File: src/design/dasrp_pkg.sv
// Package for the deduplicating address set with random pop.
// Holds the sequencer state type, command and status codes and the LFSR step.
// No dependencies.
`timescale 1ns / 1ps
`default_nettype none

package dasrp_pkg;

    localparam int CMD_W      = 2;
    localparam int ADDR_W     = 48;
    localparam int STATUS_W   = 3;
    localparam int COUNT_W    = 7;
    localparam int CFG_DATA_W = 32;
    localparam int LFSR_W     = 32;

    localparam logic [LFSR_W-1:0] LFSR_TAPS = 32'h8020_0003;

    typedef enum logic [CMD_W-1:0] {
        CMD_PUSH  = 2'd0,
        CMD_ERASE = 2'd1,
        CMD_POP   = 2'd2,
        CMD_LIST  = 2'd3
    } cmd_t;

    typedef logic [STATUS_W-1:0] status_t;

    localparam status_t ST_OK        = 3'd0;
    localparam status_t ST_PRESENT   = 3'd1;
    localparam status_t ST_NOT_FOUND = 3'd2;
    localparam status_t ST_EMPTY     = 3'd3;
    localparam status_t ST_FULL      = 3'd4;
    localparam status_t ST_REJECTED  = 3'd5;

    localparam logic REG_MAX_ENTRIES = 1'b0;
    localparam logic REG_RNG_SEED    = 1'b1;

    localparam logic [COUNT_W-1:0]    MAX_ENTRIES_RESET = 7'd64;
    localparam logic [CFG_DATA_W-1:0] RNG_SEED_RESET    = 32'd1;

    typedef enum logic [2:0] {
        S_IDLE,
        S_DISPATCH,
        S_SEARCH,
        S_SHIFT,
        S_MOD,
        S_POP_RD1,
        S_POP_RD2,
        S_POP_WR
    } state_t;

    // One step of the Galois LFSR: shift right, fold the taps in on a one.
    function automatic logic [LFSR_W-1:0] lfsr_step(input logic [LFSR_W-1:0] v);
        logic [LFSR_W-1:0] s;
        begin
            s = v >> 1;
            if (v[0])
            begin
                s = s ^ LFSR_TAPS;
            end
            return s;
        end
    endfunction

endpackage

`default_nettype wire

File: src/design/dedup_address_set_random_pop.sv
// Top level of the deduplicating address set with random pop.
// Holds the entry memory and the command sequencer. Uses dasrp_pkg and dasrp_mod.
//
//  channel   signals                                  handshake
//  -------   ---------------------------------------  --------------------------
//  command   start, cmd, addr, list_last              taken when start & !busy
//  result    done, status, addr_out, count_out        valid for the done cycle
//  config    cfg_valid, cfg_index, cfg_data           taken when valid & ready
//
// A push, erase or list element scans the stored entries one per cycle through
// the single memory read port. An erase that finds its key then moves the later
// entries down one place a cycle. A non-empty pop returns the entry at the LFSR
// value modulo the count (bit-serial remainder unit), moving the last entry there.
// After reset the set is empty and max_entries = 64, LFSR = 1; no clearing pass.
// The receiver cannot stall: each result shows for one cycle with done high.
`timescale 1ns / 1ps
`default_nettype none

module dedup_address_set_random_pop #(
    parameter int DEPTH    = 64,
    parameter int KEY_BITS = 48
) (
    input  wire logic                             clk,
    input  wire logic                             rst_n,
    input  wire logic                             start,
    output logic                                  busy,
    input  wire logic [dasrp_pkg::CMD_W-1:0]      cmd,
    input  wire logic [dasrp_pkg::ADDR_W-1:0]     addr,
    input  wire logic                             list_last,
    output logic                                  done,
    output logic [dasrp_pkg::STATUS_W-1:0]        status,
    output logic [dasrp_pkg::ADDR_W-1:0]          addr_out,
    output logic [dasrp_pkg::COUNT_W-1:0]         count_out,
    input  wire logic                             cfg_valid,
    output logic                                  cfg_ready,
    input  wire logic                             cfg_index,
    input  wire logic [dasrp_pkg::CFG_DATA_W-1:0] cfg_data
);

    localparam int KW   = (KEY_BITS < dasrp_pkg::ADDR_W) ? KEY_BITS : dasrp_pkg::ADDR_W;
    localparam int AW   = $clog2(DEPTH);
    localparam int CW   = $clog2(DEPTH + 1);
    localparam int CMPW = (CW > dasrp_pkg::COUNT_W) ? CW : dasrp_pkg::COUNT_W;

    logic [KW-1:0] mem [DEPTH];

    dasrp_pkg::state_t state_reg, state_next;
    dasrp_pkg::cmd_t   cmd_reg;
    logic [KW-1:0]     key_reg;
    logic              last_reg;

    logic [CW-1:0]                       count_reg, count_next;
    logic [dasrp_pkg::LFSR_W-1:0]        lfsr_reg, lfsr_next;
    logic [dasrp_pkg::COUNT_W-1:0]       max_reg;
    logic                                list_active_reg, list_active_next;
    logic                                list_skip_reg, list_skip_next;
    logic [CW-1:0]                       list_base_reg, list_base_next;
    logic [CW-1:0]                       issue_reg, issue_next;
    logic [CW-1:0]                       limit_reg, limit_next;
    logic [AW-1:0]                       pos_reg, pos_next;
    logic [KW-1:0]                       got_reg, got_next;

    logic          rd_en;
    logic [AW-1:0] rd_addr;
    logic          rd_vld_reg;
    logic [AW-1:0] rd_idx_reg;
    logic [KW-1:0] rd_data_reg;
    logic          wr_en;
    logic [AW-1:0] wr_addr;
    logic [KW-1:0] wr_data;

    logic                          fin;
    dasrp_pkg::status_t            fin_status;
    logic [KW-1:0]                 fin_addr;
    logic                          done_reg;
    dasrp_pkg::status_t            status_reg;
    logic [dasrp_pkg::ADDR_W-1:0]  addr_out_reg;
    logic [dasrp_pkg::COUNT_W-1:0] count_out_reg;

    logic                          accept;
    logic                          match;
    logic [CW-1:0]                 last_idx;
    logic                          mod_start;
    logic                          mod_done;
    logic [CW-1:0]                 mod_rem;

    assign busy      = (state_reg != dasrp_pkg::S_IDLE);
    assign cfg_ready = !busy;
    assign accept    = start && !busy;
    assign match     = rd_vld_reg && (rd_data_reg == key_reg);
    assign last_idx  = count_reg - CW'(1);

    dasrp_mod #(
        .DIV_W (CW)
    ) u_mod (
        .clk      (clk),
        .rst_n    (rst_n),
        .start    (mod_start),
        .dividend (lfsr_next),
        .divisor  (count_reg),
        .done     (mod_done),
        .rem      (mod_rem)
    );

    always_comb
    begin
        state_next       = state_reg;
        count_next       = count_reg;
        lfsr_next        = lfsr_reg;
        list_active_next = list_active_reg;
        list_skip_next   = list_skip_reg;
        list_base_next   = list_base_reg;
        issue_next       = issue_reg;
        limit_next       = limit_reg;
        pos_next         = pos_reg;
        got_next         = got_reg;
        rd_en            = 1'b0;
        rd_addr          = issue_reg[AW-1:0];
        wr_en            = 1'b0;
        wr_addr          = count_reg[AW-1:0];
        wr_data          = key_reg;
        fin              = 1'b0;
        fin_status       = dasrp_pkg::ST_OK;
        fin_addr         = '0;
        mod_start        = 1'b0;

        unique case (state_reg)
            dasrp_pkg::S_IDLE:
            begin
                if (accept)
                begin
                    state_next = dasrp_pkg::S_DISPATCH;
                    if (dasrp_pkg::cmd_t'(cmd) != dasrp_pkg::CMD_LIST)
                    begin
                        list_active_next = 1'b0;
                        list_skip_next   = 1'b0;
                    end
                    else if (!list_active_reg)
                    begin
                        list_active_next = 1'b1;
                        list_base_next   = count_reg;
                        list_skip_next   = CMPW'(count_reg) > CMPW'(max_reg);
                    end
                end
            end

            dasrp_pkg::S_DISPATCH:
            begin
                issue_next = '0;
                case (cmd_reg) inside
                    dasrp_pkg::CMD_PUSH, dasrp_pkg::CMD_ERASE:
                    begin
                        limit_next = count_reg;
                        state_next = dasrp_pkg::S_SEARCH;
                    end
                    dasrp_pkg::CMD_POP:
                    begin
                        if (count_reg == '0)
                        begin
                            fin        = 1'b1;
                            fin_status = dasrp_pkg::ST_EMPTY;
                            state_next = dasrp_pkg::S_IDLE;
                        end
                        else
                        begin
                            lfsr_next  = dasrp_pkg::lfsr_step(lfsr_reg);
                            mod_start  = 1'b1;
                            state_next = dasrp_pkg::S_MOD;
                        end
                    end
                    default:
                    begin
                        if (list_skip_reg)
                        begin
                            fin        = 1'b1;
                            fin_status = dasrp_pkg::ST_REJECTED;
                            state_next = dasrp_pkg::S_IDLE;
                        end
                        else
                        begin
                            limit_next = list_base_reg;
                            state_next = dasrp_pkg::S_SEARCH;
                        end
                    end
                endcase
            end

            dasrp_pkg::S_SEARCH:
            begin
                // Reads are pipelined: the entry read last cycle is compared now.
                if (match)
                begin
                    if (cmd_reg == dasrp_pkg::CMD_ERASE)
                    begin
                        issue_next = CW'(rd_idx_reg) + CW'(1);
                        state_next = dasrp_pkg::S_SHIFT;
                    end
                    else
                    begin
                        fin        = 1'b1;
                        fin_status = dasrp_pkg::ST_PRESENT;
                        state_next = dasrp_pkg::S_IDLE;
                    end
                end
                else if (issue_reg < limit_reg)
                begin
                    rd_en      = 1'b1;
                    issue_next = issue_reg + CW'(1);
                end
                else if (!rd_vld_reg)
                begin
                    fin        = 1'b1;
                    state_next = dasrp_pkg::S_IDLE;
                    if (cmd_reg == dasrp_pkg::CMD_ERASE)
                    begin
                        fin_status = dasrp_pkg::ST_NOT_FOUND;
                    end
                    else if (count_reg == CW'(DEPTH))
                    begin
                        fin_status = dasrp_pkg::ST_FULL;
                    end
                    else
                    begin
                        wr_en      = 1'b1;
                        count_next = count_reg + CW'(1);
                    end
                end
            end

            dasrp_pkg::S_SHIFT:
            begin
                if (issue_reg < count_reg)
                begin
                    rd_en      = 1'b1;
                    issue_next = issue_reg + CW'(1);
                end
                if (rd_vld_reg)
                begin
                    wr_en   = 1'b1;
                    wr_addr = rd_idx_reg - AW'(1);
                    wr_data = rd_data_reg;
                end
                else if (issue_reg >= count_reg)
                begin
                    count_next = last_idx;
                    fin        = 1'b1;
                    state_next = dasrp_pkg::S_IDLE;
                end
            end

            dasrp_pkg::S_MOD:
            begin
                if (mod_done)
                begin
                    pos_next   = mod_rem[AW-1:0];
                    state_next = dasrp_pkg::S_POP_RD1;
                end
            end

            dasrp_pkg::S_POP_RD1:
            begin
                rd_en      = 1'b1;
                rd_addr    = pos_reg;
                state_next = dasrp_pkg::S_POP_RD2;
            end

            dasrp_pkg::S_POP_RD2:
            begin
                got_next   = rd_data_reg;
                rd_en      = 1'b1;
                rd_addr    = last_idx[AW-1:0];
                state_next = dasrp_pkg::S_POP_WR;
            end

            dasrp_pkg::S_POP_WR:
            begin
                wr_en      = 1'b1;
                wr_addr    = pos_reg;
                wr_data    = rd_data_reg;
                count_next = last_idx;
                fin        = 1'b1;
                fin_addr   = got_reg;
                state_next = dasrp_pkg::S_IDLE;
            end

            default:
            begin
                state_next = dasrp_pkg::S_IDLE;
            end
        endcase

        // The final element of a list closes it once its result is out.
        if (fin && (cmd_reg == dasrp_pkg::CMD_LIST) && last_reg)
        begin
            list_active_next = 1'b0;
            list_skip_next   = 1'b0;
        end
    end

    always_ff @(posedge clk or negedge rst_n)
    begin
        if (!rst_n)
        begin
            state_reg       <= dasrp_pkg::S_IDLE;
            count_reg       <= '0;
            lfsr_reg        <= dasrp_pkg::RNG_SEED_RESET;
            max_reg         <= dasrp_pkg::MAX_ENTRIES_RESET;
            list_active_reg <= 1'b0;
            list_skip_reg   <= 1'b0;
            list_base_reg   <= '0;
            rd_vld_reg      <= 1'b0;
            done_reg        <= 1'b0;
        end
        else
        begin
            state_reg       <= state_next;
            count_reg       <= count_next;
            list_active_reg <= list_active_next;
            list_skip_reg   <= list_skip_next;
            list_base_reg   <= list_base_next;
            rd_vld_reg      <= rd_en;
            done_reg        <= fin;
            // A seed write reloads the LFSR; writes only land while idle.
            if (cfg_valid && cfg_ready && (cfg_index == dasrp_pkg::REG_RNG_SEED))
            begin
                lfsr_reg <= cfg_data;
            end
            else
            begin
                lfsr_reg <= lfsr_next;
            end
            if (cfg_valid && cfg_ready)
            begin
                unique case (cfg_index)
                    dasrp_pkg::REG_MAX_ENTRIES:
                    begin
                        max_reg <= cfg_data[dasrp_pkg::COUNT_W-1:0];
                    end
                    default:
                    begin
                    end
                endcase
            end
        end
    end

    always_ff @(posedge clk)
    begin
        issue_reg  <= issue_next;
        limit_reg  <= limit_next;
        pos_reg    <= pos_next;
        got_reg    <= got_next;
        rd_idx_reg <= rd_addr;
        if (accept)
        begin
            cmd_reg  <= dasrp_pkg::cmd_t'(cmd);
            key_reg  <= addr[KW-1:0];
            last_reg <= list_last;
        end
        if (fin)
        begin
            status_reg    <= fin_status;
            addr_out_reg  <= dasrp_pkg::ADDR_W'(fin_addr);
            count_out_reg <= dasrp_pkg::COUNT_W'(count_next);
        end
    end

    always_ff @(posedge clk)
    begin
        if (wr_en)
        begin
            mem[wr_addr] <= wr_data;
        end
        if (rd_en)
        begin
            rd_data_reg <= mem[rd_addr];
        end
    end

    assign done      = done_reg;
    assign status    = status_reg;
    assign addr_out  = addr_out_reg;
    assign count_out = count_out_reg;

    a_done_idle: assert property (@(posedge clk) disable iff (!rst_n)
        done |-> !busy)
        else $error("result strobe while the sequencer is still working");

    a_count_range: assert property (@(posedge clk) disable iff (!rst_n)
        count_reg <= CW'(DEPTH))
        else $error("entry count beyond the store depth");

    a_accept_busy: assert property (@(posedge clk) disable iff (!rst_n)
        accept |=> busy)
        else $error("accepted transaction did not start the sequencer");

    a_mod_state: assert property (@(posedge clk) disable iff (!rst_n)
        mod_done |-> (state_reg == dasrp_pkg::S_MOD))
        else $error("remainder finished outside the pop sequence");

endmodule

`default_nettype wire

File: src/design/dasrp_mod.sv
// Iterative remainder unit: one restoring subtract step per cycle.
// Reduces the 32-bit LFSR value modulo the live entry count. Uses dasrp_pkg.
`timescale 1ns / 1ps
`default_nettype none

module dasrp_mod #(
    parameter int DIV_W = 7
) (
    input  wire logic                         clk,
    input  wire logic                         rst_n,
    input  wire logic                         start,
    input  wire logic [dasrp_pkg::LFSR_W-1:0] dividend,
    input  wire logic [DIV_W-1:0]             divisor,
    output logic                              done,
    output logic [DIV_W-1:0]                  rem
);

    localparam int STEP_W = $clog2(dasrp_pkg::LFSR_W);

    logic                         active_reg;
    logic                         done_reg;
    logic [STEP_W-1:0]            step_reg;
    logic [dasrp_pkg::LFSR_W-1:0] dvd_reg;
    logic [DIV_W-1:0]             dvs_reg;
    logic [DIV_W-1:0]             rem_reg;

    logic [DIV_W:0]   trial;
    logic [DIV_W:0]   diff;
    logic [DIV_W-1:0] rem_next;

    // The partial remainder stays below the divisor, so the trial value stays
    // below twice the divisor and one subtract brings it back into range.
    always_comb
    begin
        trial    = {rem_reg, dvd_reg[dasrp_pkg::LFSR_W-1]};
        diff     = trial - {1'b0, dvs_reg};
        rem_next = (trial >= {1'b0, dvs_reg}) ? diff[DIV_W-1:0] : trial[DIV_W-1:0];
    end

    always_ff @(posedge clk or negedge rst_n)
    begin
        if (!rst_n)
        begin
            active_reg <= 1'b0;
            done_reg   <= 1'b0;
            step_reg   <= '0;
        end
        else
        begin
            done_reg <= 1'b0;
            if (start)
            begin
                active_reg <= 1'b1;
                step_reg   <= STEP_W'(dasrp_pkg::LFSR_W - 1);
            end
            else if (active_reg)
            begin
                if (step_reg == '0)
                begin
                    active_reg <= 1'b0;
                    done_reg   <= 1'b1;
                end
                else
                begin
                    step_reg <= step_reg - STEP_W'(1);
                end
            end
        end
    end

    always_ff @(posedge clk)
    begin
        if (start)
        begin
            dvd_reg <= dividend;
            dvs_reg <= divisor;
            rem_reg <= '0;
        end
        else if (active_reg)
        begin
            dvd_reg <= dvd_reg << 1;
            rem_reg <= rem_next;
        end
    end

    assign done = done_reg;
    assign rem  = rem_reg;

endmodule

`default_nettype wire
File: config.mk
export PLATFORM = sky130hd
export DESIGN_NAME = dedup_address_set_random_pop
export DESIGN_NICKNAME = d
export VERILOG_FILES = /design/src/design/dasrp_pkg.sv /design/src/design/dedup_address_set_random_pop.sv /design/src/design/dasrp_mod.sv
export SDC_FILE = /design/constraint.sdc
export NUM_CORES = 2
export LEC_CHECK = 0
export BUFFER_PORTS_ARGS = -buffer_cell sky130_fd_sc_hd__buf_2
export CAP_MARGIN = 30
export CORE_MARGIN = 5
export CORE_UTILIZATION = 35
export DETAILED_ROUTE_END_ITERATION = 10
export PLACE_DENSITY = 0.59
export SLEW_MARGIN = 20
export SYNTH_ARGS = -nofsm -noshare
export SYNTH_HDL_FRONTEND = slang
export SYNTH_SLANG_ARGS = --single-unit
export TNS_END_PERCENT = 1
File: constraint.sdc
create_clock -name clk -period 9 [get_ports clk]
set_input_delay 1.8 -clock clk [delete_from_list [all_inputs] [get_ports clk]]
set_output_delay 1.8 -clock clk [all_outputs]
set_load 0.05 [all_outputs]
==> flow_metrics.py <==
metrics = {
    "power_and_ir_drop": {
        "power_density_mw_per_mm2": 368,
        "ir_drop_uv": 466,
        "p_leak_nw": 50.8,
    },
    "synth": {
        "async_reset_ff_share_pct": 1.96,
        "yosys_warnings": 0,
        "synth_top_family_by_area": "simple AND/OR/NAND/NOR gates",
        "synth_simple_gate_area_share_pct": 10.6,
        "ys_seq_area_share_pct": 75.9,
        "synth_mux_area_share_pct": 2.87,
        "synth-edff-count": 3336,
        "synthAdderAreaFrac_pct": 0.331,
        "ys_types": 89,
        "ys_ff_latch": 3416,
        "syn-instance-count": 9367,
        "synthesis.area_mm2": 0.134,
        "synth_xor_area_share_pct": 0.495,
        "avgSynthCellArea_um2": 14.4,
        "ys.flop_type": "edfxtp_1",
        "syn_nets": 9490,
        "synth_compound_area_share_pct": 7.60,
    },
    "drt": {
        "drc": 0,
        "wire_per_inst_um": 27.2,
        "routed_wl_um": 404000,
        "vias": 83500,
        "via_per_inst": 5.62,
        "ant_nets": 0,
        "drtIter0Drc": 9894,
        "dr.pass1.iters": 8,
    },
    "hold_path": {
        "hp-class": "flop to flop",
        "hold_depth": 2,
    },
    "worst_setup_path": {
        "crit_top_cell": "buf_4",
        "criticalPathCategory": "flop to flop",
        "reg2regPathDepth": 13,
        "cp_slowest_stage_delay_ps": 670,
        "startpoint_type": "flop",
        "cp.required_ps": 9780,
        "crit_path_end_kind": "flop",
        "ff2ff_setup_slack_ps": 3280,
        "crit_chain": "inv_1, ha_1, xor2_1, a32o_2, nor2_4, buf_4, buf_4, buf_4, nand2_1, a32oi_1, a31oi_1, nor3_1, and3_1",
        "crit_fanout": 64,
        "arrival_ps": 6500,
        "cp_slowest_cell": "buf_4",
    },
    "run": {
        "maxCapViolCount": 0,
    },
    "layout": {
        "drive_above_1_share_pct": 11.2,
        "largest_register_ffs": 3072,
        "syn_to_final_growth_pct": 13.9,
        "top_register": "mem",
        "nets": 9648,
        "final_area_mm2": 0.153,
    },
    "clock_network": {
        "clockBufferDepth": 4,
        "cts.sinks": 3416,
        "root_buffer": "clkbuf_16",
        "cts_tree": "yes",
        "cts_post_setup_buffers_inserted": 0,
        "clk_latency_ps": 920,
        "cts_resized": 0,
        "cts-hold-fix-buffers": 0,
        "numCtsBuffers": 345,
        "path_clk_slew_ps": 60,
        "h-tree-depth": 5,
    },
    "sta": {
        "fin_skew_ps": 74.3,
        "finalCriticalPeriod_ps": 5720,
        "rsz0062_at_grt": "false",
        "finalHoldViolations": 0,
        "maxSlewHeadroom_pct": 27.5,
        "min_period_over_period_pct": 63.5,
        "finalSetupTns_ps": 0,
        "final-setup-viol-count": 0,
        "max_freq_mhz": 175,
        "hold_slack_ps": 470,
        "drv_slew": 0,
        "tightest_slew_ps": 1070,
    },
    "placement": {
        "port_buffers": 148,
        "dpl-instance-area_mm2": 0.142,
        "place_congestion": 0.867,
        "dp_hpwl_um": 236000,
    },
    "global_routing": {
        "grt_max_degree": 156,
        "antenna_found_initial": 17,
        "grt_usage_pct": 19.6,
        "grt_pass1_vias": 80000,
        "overflow": 0,
        "grt_pass1_wl_um": 579000,
    },
    "floorplanning": {
        "fp.dieH_um": 630,
        "die-width_um": 630,
        "start_util_pct": 35.2,
        "pin_count": 149,
        "coreArea_mm2": 0.383,
        "num_rows": 227,
        "die-area_mm2": 0.397,
    },
    "outcome": {
        "status": "complete, no violations",
    },
}
==> report_power, final <==
| group | leakage, nW | total [mW] | internal [mW] | switching [mW] |
|---|---|---|---|---|
| sequential | 31.0 | 20.7 | 19.9 | 0.783 |
| clock | 5.37 | 14.2 | 8.24 | 5.98 |
| combinational | 14.5 | 21.5 | 5.65 | 15.8 |
| total | 50.8 | 56.4 | 33.8 | 22.6 |
==> critical path: cells and delay by family, from the launching register on <==
kind,cells,cell delay (ps)
AOI/OAI and AO/OA,3,900
xor gates and xnor gates,1,200
adders and majority gates,1,320
buffers and inverters,4,2110
DFF,1,630
and+or+nand+nor,4,1310
==> area by class of cell <==
type / count / area, µm²
repair buffers: 421 / 3220
clock inverters: 176 / 1750
clock buffers: 438 / 9290
fillers: 34600 / 229000
flip-flops and latches: 3416 / 102000
multi-input cells: 5291 / 30200
inverters: 50 / 220
well taps: 5038 / 6300
diodes: 13 / 32.5
==> path summary, 6_finish.rpt <==
check,from,end
worst min register to register,u_mod.rem[6],u_mod.rem[6]
min in group asynchronous,rst_n,lfsr_reg[20]
worst min-delay path,u_mod.rem[6],u_mod.rem[6]
max in group asynchronous,rst_n,max_reg[6]
worst max-delay path,count_reg[1],rd_data_reg[21]
worst max register to register,count_reg[1],rd_data_reg[21]
==> cell usage after synthesis, drive strengths merged, types with 24 or more instances <==
master / number / area share [%]
buf: 306 / 1.1
edfxtp: 3336 / 74
mux2i: 321 / 2.4
dfrtp: 65 / 1.2
o21ai: 87 / 0.34
nor4: 46 / 0.21
nand4: 29 / 0.13
inv: 48 / 0.14
a211oi: 137 / 0.76
xnor2: 61 / 0.40
clkbuf: 304 / 0.85
nand3: 528 / 2.0
ha: 34 / 0.32
a32oi: 371 / 2.4
a22oi: 50 / 0.28
nor2: 124 / 0.37
a21o: 24 / 0.13
and2: 54 / 0.25
a31oi: 179 / 0.83
o22ai: 117 / 0.54
nor3: 111 / 0.42
mux2: 58 / 0.49
and3: 184 / 0.86
nand2: 2175 / 6.1
a21oi: 411 / 1.5
==> placed cells by master (no fill, tap or decap), types with 24 or more instances in the layout <==
cell / netlist / layout
edfxtp_1: 3336 / 3336
nand2_1: 2174 / 2168
nand3_1: 526 / 520
a21oi_1: 410 / 410
a32oi_1: 371 / 370
clkbuf_16: 0 / 356
mux2i_1: 321 / 321
buf_4: 17 / 241
and3_1: 184 / 183
a31oi_1: 179 / 179
buf_2: 196 / 148
a211oi_1: 137 / 137
o22ai_1: 117 / 115
nor3_1: 109 / 80
o21ai_0: 78 / 78
clkbuf_1: 304 / 75
nor2_1: 118 / 72
clkinv_1: 2 / 65
dfrtp_1: 65 / 65
xnor2_1: 61 / 61
and2_1: 53 / 53
clkinv_2: 0 / 53
nor2_4: 3 / 51
a22oi_1: 50 / 50
mux2_2: 58 / 45
inv_1: 41 / 40
nor4_1: 46 / 36
ha_1: 34 / 34
bufinv_16: 0 / 33
nor3_2: 2 / 31
nand4_1: 29 / 29
a21o_1: 24 / 24
==> cell families after synthesis <==
kind of cell	Yosys count
flops	3416
simple gates	3310
compound gates	1491
buf+inv	660
mux	379
xor+xnor	76
fa+ha+maj	35
==> per-layer routing <==
layer	GRT usage (%)	part of all wire, %	up-vias
li1	-	-	36000
met1	27.1	41	42700
met5	0	0.013	-
met2	30.9	46	4143
met4	8.42	4.6	8
met3	2.85	8.3	668
==> stage by stage <==
stage                     worst slack [ps]  util [%]  std cells  total power [mW]
after floorplan                       2940         -       9367              33.5
after global placement                2810      37.0      14200              41.9
after detailed placement              3210      37.1      14200              42.2
after CTS                             3240      40.0      14800              56.4
after global routing                  3070      40.0      14800              58.5
final                                 3280      40.0      14800              56.4
(Power assumes the default switching activity.)
